==> config.mk <==
export PLATFORM = sky130hd
export DESIGN_NAME = des_key_schedule_core_flat
export DESIGN_NICKNAME = d
export VERILOG_FILES = /design/src/rtl/core/dks_pkg.sv /design/src/rtl/core/dks_key_if.sv /design/src/rtl/core/dks_subkey_if.sv /design/src/rtl/core/dks_cfg_if.sv /design/src/rtl/core/des_key_schedule_core.sv /design/src/flat_wrapper.sv
export SDC_FILE = /design/constraint.sdc
export NUM_CORES = 1
export LEC_CHECK = 0
export ABC_AREA = 1
export ABC_CLOCK_PERIOD_IN_PS = 4700
export BUFFER_PORTS_ARGS = -buffer_cell sky130_fd_sc_hd__buf_2
export CELL_PAD_IN_SITES_DETAIL_PLACEMENT = 1
export CELL_PAD_IN_SITES_GLOBAL_PLACEMENT = 1
export CORE_MARGIN = 2
export CORE_UTILIZATION = 35
export DETAILED_ROUTE_END_ITERATION = 7
export HOLD_SLACK_MARGIN = 0.15
export PLACE_DENSITY = 0.8
export SLEW_MARGIN = 20
export SYNTH_ARGS = -nofsm -noshare
export SYNTH_HDL_FRONTEND = slang
export SYNTH_SLANG_ARGS = --single-unit
==> constraint.sdc <==
create_clock -name clk -period 4.7 [get_ports clk]
set_input_delay 0.47 -clock clk [delete_from_list [all_inputs] [get_ports clk]]
set_output_delay 0.47 -clock clk [all_outputs]
set_load 0.02 [all_outputs]
==> src/rtl/core/dks_pkg.sv <==
// Shared constants, tables and permutation functions for the DES key schedule core.
package dks_pkg;

	localparam int KEY_W    = 64;
	localparam int CD_W     = 56;
	localparam int HALF_W   = 28;
	localparam int SUBKEY_W = 48;
	localparam int RND_W    = 5;
	localparam int IDX_W    = 4;
	localparam int ROUNDS_MAX = 16;

	localparam logic [RND_W-1:0] ROUND_COUNT_RST = RND_W'(ROUNDS_MAX);
	localparam logic [IDX_W-1:0] LAST_IDX_MAX    = IDX_W'(ROUNDS_MAX - 1);

	typedef logic [7:0] pos_t;

	localparam pos_t PC1_TAB [CD_W] = '{
		8'd57, 8'd49, 8'd41, 8'd33, 8'd25, 8'd17, 8'd9,  8'd1,  8'd58, 8'd50, 8'd42, 8'd34,
		8'd26, 8'd18, 8'd10, 8'd2,  8'd59, 8'd51, 8'd43, 8'd35, 8'd27, 8'd19, 8'd11, 8'd3,
		8'd60, 8'd52, 8'd44, 8'd36, 8'd63, 8'd55, 8'd47, 8'd39, 8'd31, 8'd23, 8'd15, 8'd7,
		8'd62, 8'd54, 8'd46, 8'd38, 8'd30, 8'd22, 8'd14, 8'd6,  8'd61, 8'd53, 8'd45, 8'd37,
		8'd29, 8'd21, 8'd13, 8'd5,  8'd28, 8'd20, 8'd12, 8'd4
	};

	localparam pos_t PC2_TAB [SUBKEY_W] = '{
		8'd14, 8'd17, 8'd11, 8'd24, 8'd1,  8'd5,  8'd3,  8'd28, 8'd15, 8'd6,  8'd21, 8'd10,
		8'd23, 8'd19, 8'd12, 8'd4,  8'd26, 8'd8,  8'd16, 8'd7,  8'd27, 8'd20, 8'd13, 8'd2,
		8'd41, 8'd52, 8'd31, 8'd37, 8'd47, 8'd55, 8'd30, 8'd40, 8'd51, 8'd45, 8'd33, 8'd48,
		8'd44, 8'd49, 8'd39, 8'd56, 8'd34, 8'd53, 8'd46, 8'd42, 8'd50, 8'd36, 8'd29, 8'd32
	};

	// bit r set: round r+1 rotates by two, else by one
	localparam logic [ROUNDS_MAX-1:0] ROT_TWO = 16'b0111_1110_1111_1100;

	function automatic logic [CD_W-1:0] pc1(input logic [KEY_W-1:0] k);
		logic [CD_W-1:0] r;
		r = '0;
		for (int i = 0; i < CD_W; i++) begin
			r[CD_W-1-i] = k[KEY_W - int'(PC1_TAB[i])];
		end
		return r;
	endfunction

	function automatic logic [SUBKEY_W-1:0] pc2(input logic [CD_W-1:0] cd);
		logic [SUBKEY_W-1:0] r;
		r = '0;
		for (int i = 0; i < SUBKEY_W; i++) begin
			r[SUBKEY_W-1-i] = cd[CD_W - int'(PC2_TAB[i])];
		end
		return r;
	endfunction

	function automatic logic [HALF_W-1:0] rotl28(input logic [HALF_W-1:0] x, input logic two);
		logic [HALF_W-1:0] r;
		if (two) begin
			r = {x[HALF_W-3:0], x[HALF_W-1:HALF_W-2]};
		end else begin
			r = {x[HALF_W-2:0], x[HALF_W-1]};
		end
		return r;
	endfunction

endpackage

==> src/rtl/core/dks_key_if.sv <==
// Key input channel interface.
interface dks_key_if;
	logic        valid;
	logic        ready;
	logic [63:0] key;

	modport source (output valid, output key, input ready);
	modport sink   (input valid, input key, output ready);
endinterface

==> src/rtl/core/dks_subkey_if.sv <==
// Subkey output channel interface.
interface dks_subkey_if;
	logic        valid;
	logic        ready;
	logic [47:0] subkey;
	logic [4:0]  round_number;
	logic        last;

	modport source (output valid, output subkey, output round_number, output last, input ready);
	modport sink   (input valid, input subkey, input round_number, input last, output ready);
endinterface

==> src/rtl/core/dks_cfg_if.sv <==
// Configuration write channel interface (round count register).
interface dks_cfg_if;
	logic       valid;
	logic       ready;
	logic [4:0] data;

	modport source (output valid, output data, input ready);
	modport sink   (input valid, input data, output ready);
endinterface

==> src/rtl/core/des_key_schedule_core.sv <==
// DES key schedule core: PC1, per-round rotation of C and D, PC2 subkey output.
// A key is taken when idle; the core then emits round_count subkeys (register
// clamped to 1..16), one per cycle while the output side takes them, through
// one rotate per half, shared by all rounds, acting on the C/D registers,
// followed by PC2 into an output register. A key occupies the core from its
// accepting cycle until its last subkey is loaded, output stalls included;
// the next key can be taken the cycle after the last subkey is loaded, even
// while that subkey still waits in the output register.
module des_key_schedule_core (
	input  logic              clk,
	input  logic              arst_n,
	dks_key_if.sink           key,
	dks_subkey_if.source      subkey,
	dks_cfg_if.sink           cfg
);
	import dks_pkg::*;

	typedef enum logic [1:0] {
		ST_IDLE = 2'b01,
		ST_RUN  = 2'b10
	} state_t;

	state_t              state_q;
	logic [RND_W-1:0]    round_count_q;
	logic [IDX_W-1:0]    round_q;
	logic [IDX_W-1:0]    last_idx_q;
	logic [IDX_W-1:0]    last_idx;
	logic [HALF_W-1:0]   c_q, d_q, c_nxt, d_nxt;
	logic [CD_W-1:0]     cd_init;
	logic                out_valid_q;
	logic [SUBKEY_W-1:0] subkey_q;
	logic [RND_W-1:0]    rnum_q;
	logic                last_q;
	logic                key_acc;
	logic                load;
	logic                load_last;

	assign cfg.ready    = 1'b1;
	assign key.ready    = (state_q == ST_IDLE);
	assign key_acc      = key.valid && key.ready;
	assign load         = (state_q == ST_RUN) && (!out_valid_q || subkey.ready);
	assign load_last    = load && (round_q == last_idx_q);

	assign cd_init = pc1(key.key);
	assign c_nxt   = rotl28(c_q, ROT_TWO[round_q]);
	assign d_nxt   = rotl28(d_q, ROT_TWO[round_q]);

	always_comb begin
		if (round_count_q == '0) begin
			last_idx = '0;
		end else if (round_count_q > ROUND_COUNT_RST) begin
			last_idx = LAST_IDX_MAX;
		end else begin
			last_idx = IDX_W'(round_count_q - RND_W'(1));
		end
	end

	always_ff @(posedge clk or negedge arst_n) begin
		if (!arst_n) begin
			state_q       <= ST_IDLE;
			round_count_q <= ROUND_COUNT_RST;
			round_q       <= '0;
			last_idx_q    <= '0;
			out_valid_q   <= 1'b0;
		end else begin
			if (cfg.valid && cfg.ready) begin
				round_count_q <= cfg.data;
			end
			case (state_q)
				ST_IDLE: begin
					if (key_acc) begin
						state_q    <= ST_RUN;
						round_q    <= '0;
						last_idx_q <= last_idx;
					end
				end
				ST_RUN: begin
					if (load) begin
						round_q <= round_q + IDX_W'(1);
						if (load_last) begin
							state_q <= ST_IDLE;
						end
					end
				end
				default: begin
					state_q <= ST_IDLE;
				end
			endcase
			if (load) begin
				out_valid_q <= 1'b1;
			end else if (subkey.ready) begin
				out_valid_q <= 1'b0;
			end
		end
	end

	always_ff @(posedge clk) begin
		if (key_acc) begin
			c_q <= cd_init[CD_W-1:HALF_W];
			d_q <= cd_init[HALF_W-1:0];
		end else if (load) begin
			c_q <= c_nxt;
			d_q <= d_nxt;
		end
		if (load) begin
			subkey_q <= pc2({c_nxt, d_nxt});
			rnum_q   <= RND_W'(round_q) + RND_W'(1);
			last_q   <= (round_q == last_idx_q);
		end
	end

	assign subkey.valid        = out_valid_q;
	assign subkey.subkey       = subkey_q;
	assign subkey.round_number = rnum_q;
	assign subkey.last         = last_q;

`ifndef SYNTHESIS
	a_key_starts_run: assert property (@(posedge clk) disable iff (!arst_n)
		key_acc |=> (state_q == ST_RUN) && (round_q == '0))
		else $error("key transaction did not start a run");

	a_last_ends_run: assert property (@(posedge clk) disable iff (!arst_n)
		load_last |=> (state_q == ST_IDLE) && out_valid_q && last_q)
		else $error("last subkey did not end the run");

	a_rnum_range: assert property (@(posedge clk) disable iff (!arst_n)
		out_valid_q |-> (rnum_q != '0) && (rnum_q <= ROUND_COUNT_RST))
		else $error("round number out of range");

	a_rnum_step: assert property (@(posedge clk) disable iff (!arst_n)
		(load && $past(load) && $past(state_q == ST_RUN) && !$past(load_last))
		|=> (rnum_q == $past(rnum_q) + RND_W'(1)))
		else $error("round number did not advance by one");
`endif

endmodule
==> src/flat_wrapper.sv <==
// flat-port wrapper written by rule: the top's interface ports become plain ports
module des_key_schedule_core_flat import dks_pkg::*;
  (clk, arst_n, key_valid, key_key, key_ready, subkey_valid, subkey_subkey, subkey_round_number, subkey_last, subkey_ready, cfg_valid, cfg_data, cfg_ready);
  dks_key_if key_i ();
  dks_subkey_if subkey_i ();
  dks_cfg_if cfg_i ();
  input  logic clk;
  input  logic arst_n;
  input wire logic [$bits(key_i.valid)-1:0] key_valid;
  input wire logic [$bits(key_i.key)-1:0] key_key;
  output wire logic [$bits(key_i.ready)-1:0] key_ready;
  output wire logic [$bits(subkey_i.valid)-1:0] subkey_valid;
  output wire logic [$bits(subkey_i.subkey)-1:0] subkey_subkey;
  output wire logic [$bits(subkey_i.round_number)-1:0] subkey_round_number;
  output wire logic [$bits(subkey_i.last)-1:0] subkey_last;
  input wire logic [$bits(subkey_i.ready)-1:0] subkey_ready;
  input wire logic [$bits(cfg_i.valid)-1:0] cfg_valid;
  input wire logic [$bits(cfg_i.data)-1:0] cfg_data;
  output wire logic [$bits(cfg_i.ready)-1:0] cfg_ready;
  assign key_i.valid = key_valid;
  assign key_i.key = key_key;
  assign key_ready = key_i.ready;
  assign subkey_valid = subkey_i.valid;
  assign subkey_subkey = subkey_i.subkey;
  assign subkey_round_number = subkey_i.round_number;
  assign subkey_last = subkey_i.last;
  assign subkey_i.ready = subkey_ready;
  assign cfg_i.valid = cfg_valid;
  assign cfg_i.data = cfg_data;
  assign cfg_ready = cfg_i.ready;
  des_key_schedule_core u_core (.clk(clk), .arst_n(arst_n), .key(key_i), .subkey(subkey_i), .cfg(cfg_i));
endmodule
# After elaboration in Yosys (flattened, before gate mapping)

Memories as Yosys holds them, arrays and structs flattened.
Index checks and enable logic that the tools add are counted.

$add $sub $neg: 3
Magnitude comparators: 2
Equality and inequality tests: 6
Muxes and demuxes: 18
Reductions and logical operators: 12

Operators with widths:

| operator                                               | number |
|---|---|
| two-way mux 28 bit                                     | 6 |
| two-way mux 4 bit                                      | 4 |
| one-hot mux 4 bit (2 select lines)                     | 1 |
| two-way mux 2 bit                                      | 3 |
| AND reduction 3 bit                                    | 2 |
| nonzero test 2 bit                                     | 3 |
| adder 4 x 1 -> 5 bit (second input constant)           | 1 |
| > comparator 5 bit (second input constant)             | 1 |
| logical NOT 5 bit                                      | 1 |
| < comparator 4 x 5 -> 1 bit (second input constant)    | 1 |
| adder 4 x 1 -> 4 bit (second input constant)           | 1 |
| == test 4 bit                                          | 1 |
| inequality test 2 x 1 -> 1 bit (second input constant) | 2 |
| one-hot mux 2 bit (2 select lines)                     | 1 |
| subtractor 4 x 1 -> 4 bit (second input constant)      | 1 |
| logical AND 1 bit                                      | 3 |
| two-way mux 1 bit                                      | 3 |
| == test 2 x 1 -> 1 bit (second input constant)         | 1 |
| == test 2 bit (second input constant)                  | 1 |
| inequality test 2 bit (second input constant)          | 1 |
| AND reduction 2 bit                                    | 1 |
| logical NOT 1 bit                                      | 1 |
| logical OR 1 bit                                       | 1 |

Register bits after elaboration: 126
Bits in read-only memories: 16
Bits of input ports: 74
Output and inout port bits: 57
Logic and storage cells: 52
Memories: 1

Memory list:

| memory          | words | width | read ports | clocked after memory_dff | write ports | line                        | text |
|---|---|---|---|---|---|---|---|
| (no name shown) | 16    | 1     | 1          | 0                        | 0           | des_key_schedule_core.sv:45 | `assign c_nxt = rotl28(c_q, ROT_TWO[round_q]);` |

# Longest topological paths before layout

Gate-level depths: netlist (run 1).

Depth in word-level cells: 7
Depth in mapped cells: 10
Gate-level depth less buffers: 9

# Worst setup path before layout (run 1)

OpenSTA, ideal clock, no wires.

Kind: flip-flop to flip-flop
Start: register u_core.state_q[0]
End: register u_core.c_q[0] (enable)
Setup time: 0.415 ns
Arrival: 2.564 ns
Required time: 4.285 ns
Path slack: 1.720 ns
Cell stages (with the launch flop): 6
Path buffers: 2
Period minus slack after synthesis: 2.980 ns
Cells stage by stage: dfstp_2 > ha_1 > nand2_1 > clkbuf_1 > buf_2 > nand2_1

Word-level cells in the longest chain between the ends: 3
Elaborated cells between the ends (all ways): 5
Classes of those cells: 2 x eq/ne; 3 x reduce/logical

RTL lines:

| what                                | line                         | text |
|---|---|---|
| start: declaration                  | des_key_schedule_core.sv:23  | `state_t state_q;` |
| start signal: assignment            | des_key_schedule_core.sv:60  | `state_q <= ST_IDLE;` |
| start signal: assignment            | des_key_schedule_core.sv:72  | `state_q <= ST_RUN;` |
| start signal: assignment            | des_key_schedule_core.sv:81  | `state_q <= ST_IDLE;` |
| == test 2 x 1 -> 1 bit              | des_key_schedule_core.sv:39  | `assign key.ready = (state_q == ST_IDLE);` |
| net key_ready                       | flat_wrapper.sv:11           | `output wire logic [$bits(key_i.ready)-1:0] key_ready;` |
| logical AND 1 bit                   | des_key_schedule_core.sv:40  | `assign key_acc = key.valid && key.ready;` |
| nonzero test 2 bit (no source line) | -                            |  |
| end signal: assignment              | des_key_schedule_core.sv:99  | `c_q <= cd_init[CD_W-1:HALF_W];` |
| end signal: assignment              | des_key_schedule_core.sv:102 | `c_q <= c_nxt;` |
| end: declaration                    | des_key_schedule_core.sv:28  | `logic [HALF_W-1:0] c_q, d_q, c_nxt, d_nxt;` |

The timed path passes the listed nets, and every way through them passes these cells.
A chain may end at the register's enable or synchronous reset.

# Final worst setup path (run 1)

Start: register u_core.state_q[0]
End: register u_core.c_q[15] (enable)

Word-level cells in the longest chain between the ends: 3
Elaborated cells between the ends (all ways): 5
Classes of those cells: 2 x eq/ne; 3 x reduce/logical

RTL lines:

| what                                                    | line |
|---|---|
| == test 2 bit or == test 2 x 1 -> 1 bit (tied branches) | des_key_schedule_core.sv:41, des_key_schedule_core.sv:39 |
| logical AND 1 bit, on equally long branches             | des_key_schedule_core.sv:41, des_key_schedule_core.sv:40 |
| nonzero test 2 bit (no source line) (*)                 | - |

Every way passes the cells marked *; elsewhere a longest branch is shown, timed or not.

==> flow_summary.yaml, run 1 <==
detailed_routing:
  vias: 4833
  viasPerCell: 4.81
  drt_iter0_markers: 258
  drtAntennaViolNets: 0
  drc_errors: 0
  drt-pass1-iter-count: 4
  postRouteWirelength_um: 15400
  wl_per_cell_um: 15.3
global_routing:
  grt_start_max_net_pins: 57
  first_global_vias: 5054
  grt_pass1_wl_um: 25200
  globalRouteTotalUtil_pct: 17.6
  antenna_found_initial: 1
  overflow: 0
layout:
  stdcell_area_um2: 7490
  n_fill_cell: 2014
  areaGrowthSynthToFinish_pct: 22.2
  stdcell_count: 1004
  layout.nets: 844
  drive_above_1_share_pct: 21.3
die:
  die_area_um2: 18600
  die_w_um: 136
  die_y_um: 136
  num_rows: 48
  coreArea_um2: 17200
  io_pins: 131
  initial_utilization_pct: 35.6
logic_synthesis:
  synth-edff-count: 110
  synth_flop_cell: "edfxtp_1"
  synthDistinctLibCells: 24
  ys_ff_latch: 126
  synth_top_cell_area_share_pct: 53.9
  syn-num-nets: 729
  synthCells: 650
  avgSynthCellArea_um2: 9.44
  syn_area_um2: 6130
  post-synth-top-area-cell: "edfxtp_1"
  postSynth.asyncResetShare_pct: 12.7
  synthTopCellsByArea: "edfxtp_1, nand2_1, nand3_1"
  synth_seq_area_share_pct: 60.4
  yosys_warnings: 0
place:
  routabilityCongestion: 0.782
  hpwl_um: 10200
  numPortBuffers: 121
  post-place-ws_ns: 2.24
  dp.cells: 970
  place_area_um2: 6860
job:
  drv_cap: 0
cts:
  htreeDepth: 4
  tritoncts: "yes"
  insertion_delay_ns: 0.41
  path_clk_slew_ns: 0.06
  cts_max_path_buffers: 2
  clockRootBuffer: "clkbuf_16"
  cts.sinks: 126
  numCtsBuffers: 17
critical_path:
  r2r_cells: 4
  crit_arrival_ns: 2.48
  crit_path_start: "u_core.state_q[0]"
  crit_fanout: 39
  reg2reg_to: "u_core.c_q[15]"
  crit_required_ns: 4.78
  r2r_start: "u_core.state_q[0]"
  crit_end: "u_core.c_q[15]"
  r2r_slack_ns: 2.31
  worstSetupPathType: "register to register"
  start_kind: "register"
  cp-end-kind: "register"
sta:
  fin_crit_sh_pct: 50.9
  fin_setup_tns_ns: 0
  finalHoldViolCount: 0
  tightest_slew_ns: 0.993
  clock_skew_ns: 0.00796
  timing.hold.ws_ns: 0.270
  setup_viol: 0
  rsz0062_at_grt: "false"
  clock.fmax_ghz: 0.418
  maxSlewHeadroom_pct: 33.6
  slew_viol_final: 0
  period_minus_slack_ns: 2.39
  worst_slack_ns: 2.31
pwr:
  p_leak_uw: 0.00348
  p_clk_share_pct: 25.9
  worst_ir_drop_vdd_v: 0.000371
  intPower_uw: 3440
  p_sw_share_pct: 35.9
  switchingPower_uw: 1920
  seq_power_share_pct: 38.9
  p_comb_share_pct: 35.2
  power_density_nw_per_um2: 716
outcome:
  status: "complete, no violations"
hold_path:
  hp-class: "input pin to register"
[registers in the layout, indices dropped and copies added, names as in the netlist]
name / cells
u_core.subkey.valid: 1
u_core.subkey.last: 1
u_core.d_q: 28
u_core.subkey.round_number: 5
u_core.last_idx_q: 4
u_core.round_count_q: 5
u_core.subkey.subkey: 48
u_core.state_q: 2
u_core.c_q: 28
u_core.round_q: 4
[layout make-up]
class                      count  area (µm²)  area share [%]
antenna                        1        2.50          0.0334
tap                          225         282            3.76
clock buffer                  17         425            5.68
clock inverter                15         194            2.59
sequential                   126        3710            49.5
inverter                      82         308            4.11
multi-input combinational    410        1910            25.6
timing repair buffer         128         661            8.82
[per-layer routing]
| layer | wire (µm) | track usage, % | vias to the layer above |
|---|---|---|---|
| li1 | - | - | 2350 |
| met1 | 6810 | 21.8 | 2363 |
| met2 | 7760 | 30.5 | 107 |
| met3 | 640 | 3.88 | 13 |
| met4 | 176 | 5.90 | 0 |
| met5 | 0 | 0 | - |
[synthesized netlist by cell type, types with 2 or more instances]
library cell    n
nand2_1       210
nand3_1       120
edfxtp_1      110
inv_1          81
and2_1         48
dfrtp_1        14
o21ai_0        13
buf_4           8
buf_6           8
clkbuf_1        8
buf_2           6
ha_1            5
nor2_1          3
buf_1           2
dfstp_2         2
nand4_1         2
o22ai_1         2
xor2_1          2
[cell families after synthesis]
kind of cell,count (synthesis),synth area share [%]
AND/OR/NAND/NOR,385,28.2
flip-flops,126,60.4
buffers and inverters,114,8.57
AO/OA/AOI/OAI,17,1.47
adder cells (fa/ha/maj),5,1.02
XOR/XNOR,2,0.286
other,1,0.0611
[placed cells by master, fill, tap and decap left out, drive strengths merged, types with 2 or more instances in the layout]
cell / netlist / layout
dfrtp: 14 / 14
xor2: 2 / 2
nand2: 210 / 210
nand3: 121 / 121
nor2: 3 / 3
ha: 5 / 5
clkinv: 1 / 7
dfstp: 2 / 2
and2: 48 / 48
inv: 81 / 84
o22ai: 2 / 2
buf: 24 / 127
edfxtp: 110 / 110
clkinvlp: 0 / 2
bufinv: 0 / 4
clkbuf: 8 / 17
nand4: 2 / 2
o21ai: 13 / 13
[through the flow]
| step | util (%) | power [µW] |
|---|---|---|
| 3_5_place_dp | 39.8 | 4040 |
| 2_1_floorplan | - | 3480 |
| 3_3_place_gp | 39.8 | 3930 |
| 4_1_cts | 43.5 | 5460 |
| 5_1_grt | 43.5 | 5760 |
| 6_report | 43.5 | 5370 |
[worst max-delay path, stage by stage, from the launching register on]
cell     delay [ns]
dfstp_2        0.55
ha_1           0.24
nand2_2        0.11
nand2_2        0.73
buf_4          0.43
[how the worst min path moves through the flow]
stage           startpoint                 endpoint  slack (ns)  depth (start not counted)
2_1_floorplan       arst_n     u_core.last_idx_q[0]        0.17                          0
3_3_place_gp        arst_n      u_core.subkey.valid        0.42                          1
3_5_place_dp        arst_n      u_core.subkey.valid        0.42                          1
4_1_cts        cfg_data[0]  u_core.round_count_q[0]        0.25                          3
5_1_grt        cfg_data[0]  u_core.round_count_q[0]        0.28                          3
6_report       cfg_data[0]  u_core.round_count_q[0]        0.27                          3
[power groups by stage]
stage                     logic (µW)  registers (µW)  clock network, µW
after global placement          1850            2090                  0
final                           1890            2090               1390
after floorplan                 1210            2260                  0
after global routing            2170            2130               1460
after detailed placement        1920            2120                  0
after CTS                       1940            2100               1420
[repair_timing]
action,4_1_cts,5_1_grt
hold buffers,1,0
resized for setup,0,0
hold endpoints to repair,14,0
buffers inserted,0,0
(Power assumes the default switching activity.)
==> inputs of run 2 (changes only) <==
Settings changed: ABC_AREA 1 to 0, ABC_CLOCK_PERIOD_IN_PS 4700 to 2100, PLACE_DENSITY 0.8 to 0.82.
Clock period 4.7 ns to 2.1 ns, I/O delays scaled along.
==> flow_summary.yaml, run 2 <==
pwr:
  power_uw: 11400
  seq_power_share_pct: 42.6
  p_clk_share_pct: 24.4
  p_sw_share_pct: 35.1
  worst_ir_drop_vdd_v: 0.000694
  intPower_uw: 7400
  power_density_nw_per_um2: 1570
  p_comb_share_pct: 32.9
  switchingPower_uw: 4000
  p_leak_uw: 0.00306
logic_synthesis:
  ys_ff_latch: 126
  postSynth.asyncResetShare_pct: 12.7
  synthCells: 507
  synth_top_cell_area_share_pct: 59.3
  synth_seq_area_share_pct: 66.5
  avgSynthCellArea_um2: 11.0
  synth_flop_cell: "edfxtp_1"
  synthTopCellsByCount: "nand2_1, edfxtp_1, nor2_1"
  syn-num-nets: 586
  yosys_warnings: 0
  post-synth-top-area-cell: "edfxtp_1"
  syn_area_um2: 5570
  yosysMostFrequentCell: "nand2_1"
  synthDistinctLibCells: 36
  synthTopCellsByArea: "edfxtp_1, nand2_1, a31oi_1"
  synth-edff-count: 110
critical_path:
  reg2reg_to: "u_core.d_q[3]"
  crit_fanout: 1
  cp-end-kind: "register"
  start_kind: "input pin"
  r2r_start: "u_core.round_q[0]"
  r2r_cells: 6
  crit_cells: 6
  path_buf_inv: 4
  crit_top_cell: "dlygate4sd3_1"
  r2r_slack_ns: 0.21
  critical-path-max-stage-delay_ns: 0.60
  crit_chain: "dlygate4sd3_1, buf_2, nand2_1, dlygate4sd3_1, o21ai_0, dlygate4sd3_1"
  crit_path_start: "cfg_data[1]"
  worstSetupPathType: "input pin to register"
  crit_arrival_ns: 2.24
  crit_end: "u_core.round_count_q[1]"
  crit_family: "buffers and inverters"
  cpMaxStageDelayCell: "dlygate4sd3_1"
  crit_required_ns: 2.39
layout:
  register_area_um2: 3710
  drive_above_1_share_pct: 27.1
  layout.nets: 733
  multi_input_area_um2: 1670
  areaGrowthSynthToFinish_pct: 30.3
  stdcell_area_um2: 7260
  n_fill_cell: 1759
  largest_register_ffs: 48
  layout_common_cells: "nand2_1, buf_2, edfxtp_1"
  antenna_cells: 0
  final_common_cell: "nand2_1"
sta:
  finalHoldViolCount: 0
  tightest_slew_ns: 0.504
  fin_setup_tns_ns: 0
  fin_crit_sh_pct: 92.9
  maxSlewHeadroom_pct: 66.1
  setup_viol: 0
  rsz0062_at_grt: "false"
  clock.fmax_ghz: 0.513
  clock_skew_ns: 0.00826
  slew_viol_final: 0
  period_minus_slack_ns: 1.95
  worst_slack_ns: 0.150
cts:
  cts_hold_buf: 25
  cts.sinks: 126
  path_clk_slew_ns: 0.06
  insertion_delay_ns: 0.41
  post_cts_buffers: 0
  tritoncts: "yes"
  numCtsBuffers: 17
  clockRootBuffer: "clkbuf_16"
  post_cts_resized: 0
  htreeDepth: 4
  cts_max_path_buffers: 2
global_routing:
  first_global_vias: 4600
  grt_start_max_net_pins: 62
  globalRouteTotalUtil_pct: 17.9
  gr-usage-met2_pct: 31.8
  overflow: 0
  busiest_layer: "met2"
  grt_use_met1_pct: 21.1
  antenna_found_initial: 1
  global_route.usage.met3_pct: 4.51
  grt_pass1_wl_um: 23000
die:
  io_pins: 131
  die_area_um2: 17000
  num_rows: 46
  die_w_um: 130
  initial_utilization_pct: 35.5
  coreArea_um2: 15700
  die_y_um: 130
hold_path:
  min_path_cells: 3
  hp-class: "input pin to register"
detailed_routing:
  wl_per_cell_um: 16.3
  postRouteWirelength_um: 14400
  drt_iter0_markers: 225
  viasPerCell: 4.85
  drt-pass1-iter-count: 4
  vias: 4280
  drtAntennaViolNets: 0
  drc_errors: 0
job:
  drv_cap: 0
place:
  routabilityCongestion: 0.745
  place_area_um2: 6450
  hpwl_um: 9020
  numPortBuffers: 121
  post-place-ws_ns: 0.232
outcome:
  status: "complete, no violations"
[run 2: worst min path at each step]
stage / from / to / slack, ns
3_3_place_gp: arst_n / u_core.round_count_q[3] / 0.13
5_1_grt: key_key[23] / u_core.c_q[25] / 0.16
4_1_cts: key_key[23] / u_core.c_q[25] / 0.15
2_1_floorplan: arst_n / u_core.last_idx_q[0] / -0.09
6_report: key_key[23] / u_core.c_q[25] / 0.17
3_5_place_dp: arst_n / u_core.round_count_q[2] / 0.14
[run 2: area by class of cell]
type,count,area share [%]
Clock buffer,18,5.91
Clock inverter,14,1.74
Inverter,14,0.775
Multi-Input combinational cell,339,23.0
Sequential cell,126,51.0
Tap cell,216,3.72
Timing Repair Buffer,156,13.9
[run 2: power by group through the flow]
stage	clock, µW	combinational [µW]	sequential [µW]
2_1_floorplan	0	2190	5150
4_1_cts	2850	3810	4870
5_1_grt	2970	4230	4990
6_report	2780	3760	4860
3_5_place_dp	0	3730	4910
3_3_place_gp	0	3570	4860
[run 2: metrics by stage]
stage          hold WS (ns)  util (%)  instances
2_1_floorplan       -0.0856         -        507
3_3_place_gp          0.131      41.1        826
3_5_place_dp          0.144      41.1        826
4_1_cts               0.150      46.2        883
5_1_grt               0.165      46.2        883
6_report              0.166      46.2        883
[run 2: routing by layer]
| layer | vias to the layer above | wire length [µm] |
|---|---|---|
| met3 | 21 | 637 |
| met1 | 2083 | 6010 |
| met5 | - | 13 |
| met2 | 112 | 7470 |
| li1 | 2062 | - |
| met4 | 2 | 227 |
[run 2: cells by family after synthesis]
group | after synthesis | share of synthesized area (%)
compound gates | 76 | 8.64
buf+inv | 42 | 4.11
mux | 4 | 0.741
fa+ha+maj | 7 | 1.48
flops | 126 | 66.5
simple gates | 245 | 17.5
xor+xnor | 6 | 0.943
other cells | 1 | 0.0673
[run 2: tightest hold or removal path, delay by kind of cell]
family,cells,cell delay (ns)
AOI/OAI and AO/OA,1,0.13
and+or+nand+nor,1,0.04
buffers and inverters,1,0.08
==> inputs of run 3 (changes only) <==
Settings changed: PLACE_DENSITY 0.82 to 0.72.
==> flow_summary.yaml, run 3 (synthesized netlist as in run 2, its figures left out) <==
outcome:
  status: "complete, no violations"
layout:
  layout.nets: 725
  drive_above_1_share_pct: 26.6
  layout_common_cells: "nand2_1, buf_2, edfxtp_1"
  areaGrowthSynthToFinish_pct: 28.1
  n_fill_cell: 1773
  final_common_cell: "nand2_1"
  final_core_util_pct: 45.4
  largest_register_ffs: 48
  stdcell_count: 874
global_routing:
  antenna_found_initial: 0
  grt_start_max_net_pins: 72
  first_global_vias: 4379
  overflow: 0
  globalRouteTotalUtil_pct: 17.0
  grt_pass1_wl_um: 21800
place:
  numPortBuffers: 121
  hpwl_um: 9110
  routabilityCongestion: 0.784
  dp.cells: 826
sta:
  rsz0062_at_grt: "false"
  clock.fmax_ghz: 0.524
  setup_viol: 0
  clock_skew_ns: 0.00817
  period_minus_slack_ns: 1.91
  maxSlewHeadroom_pct: 58.8
  finalHoldViolCount: 0
  slew_viol_final: 0
  fin_crit_sh_pct: 90.9
  tightest_slew_ns: 0.619
detailed_routing:
  wl_per_cell_um: 15.6
  vias: 4220
  drt_iter0_markers: 189
  drc_errors: 0
  drtAntennaViolNets: 0
  viasPerCell: 4.83
  drt-pass1-iter-count: 5
  postRouteWirelength_um: 13600
cts:
  htreeDepth: 4
  numCtsBuffers: 17
  cts_max_path_buffers: 2
  tritoncts: "yes"
  clockRootBuffer: "clkbuf_16"
  cts.sinks: 126
  path_clk_slew_ns: 0.05
  insertion_delay_ns: 0.40
pwr:
  p_leak_uw: 0.00300
  worst_ir_drop_vdd_v: 0.000647
  power_density_nw_per_um2: 1560
die:
  initial_utilization_pct: 35.5
  num_rows: 46
  die_y_um: 130
  die_w_um: 130
  io_pins: 131
  die_area_um2: 17000
  coreArea_um2: 15700
critical_path:
  crit_fanout: 17
  crit_arrival_ns: 2.04
  cp-end-kind: "register"
  start_kind: "register"
  crit_required_ns: 2.23
  worstSetupPathType: "register to register"
hold_path:
  hp-class: "input pin to register"
job:
  drv_cap: 0
-- run 3: cell count changes in the layout (fill, tap and decap cells not counted), sizes merged --
cell / previous run / this run
clkbuf: 18 / 20
dlygate4sd3: 25 / 17
clkinv: 10 / 7
bufinv: 2 / 1
diode: 0 / 1
-- run 3: per-stage QoR --
| step | cell area, µm² | total power (µW) | TNS [ns] | hold WS (ns) | setup slack [ns] |
|---|---|---|---|---|---|
| after floorplan | 5590 | 7340 | -5.34 | -0.0856 | -0.0953 |
| after global placement | 6450 | 8430 | 0 | 0.137 | 0.243 |
| after detailed placement | 6450 | 8640 | 0 | 0.156 | 0.199 |
| after CTS | 7140 | 11300 | 0 | 0.151 | 0.162 |
| after global routing | 7140 | 11900 | 0 | 0.165 | 0.0494 |
| final | 7140 | 11200 | 0 | 0.170 | 0.192 |
-- run 3: path summary, 6_finish.rpt --
check,startpoint,to,slack (ns),cells after the start
setup / recovery,u_core.round_q[0],u_core.c_q[20],0.19,7
hold / removal,key_key[63],u_core.c_q[20],0.17,3
setup reg to reg,u_core.round_q[0],u_core.c_q[20],0.19,7
hold reg to reg,u_core.last_idx_q[0],u_core.last_idx_q[0],0.50,2
max in group asynchronous,arst_n,u_core.state_q[0],1.53,2
min in group asynchronous,arst_n,u_core.round_count_q[3],0.26,2
-- run 3: area by class of cell --
class / instances / area [µm²] / area share [%]
tap: 216 / 270 / 3.79
antenna: 1 / 2.50 / 0.0351
clock buffer: 20 / 437 / 6.12
sequential: 126 / 3710 / 51.9
timing repair buffer: 148 / 926 / 13.0
inverter: 14 / 56.3 / 0.789
clock inverter: 10 / 75.1 / 1.05
multi-input combinational: 339 / 1670 / 23.3
-- run 3: metal layers --
metal | track usage (%) | part of all wire (%) | up-vias
li1 | - | - | 2050
met2 | 29.7 | 52 | 94
met1 | 20.6 | 44 | 2068
met5 | 0 | 0 | -
met4 | 5.06 | 0.84 | 0
met3 | 4.59 | 3.9 | 8
-- run 3: critical path, cell delays in order, from the launching register on --
cell and delay (ns):
dfrtp_1 0.43, inv_1 0.14, ha_1 0.22, nor2b_4 0.06, o31a_2 0.35, buf_4 0.21, nand2_1 0.13, a31oi_1 0.09
-- run 3: repair_timing --
item | 4_1_cts | 5_1_grt
buffers inserted | 0 | 0
endpoints found under the hold margin | 24 | 0
gates resized for setup | 0 | 0
hold buffers | 17 | 0
-- run 3: report_power, final --
| part | total (µW) | leakage, µW | switching [µW] | internal [µW] |
|---|---|---|---|---|
| sequential | 4860 | 0.00122 | 475 | 4380 |
| combinational | 3700 | 0.00153 | 2420 | 1280 |
| clock | 2600 | 0.000245 | 1010 | 1590 |
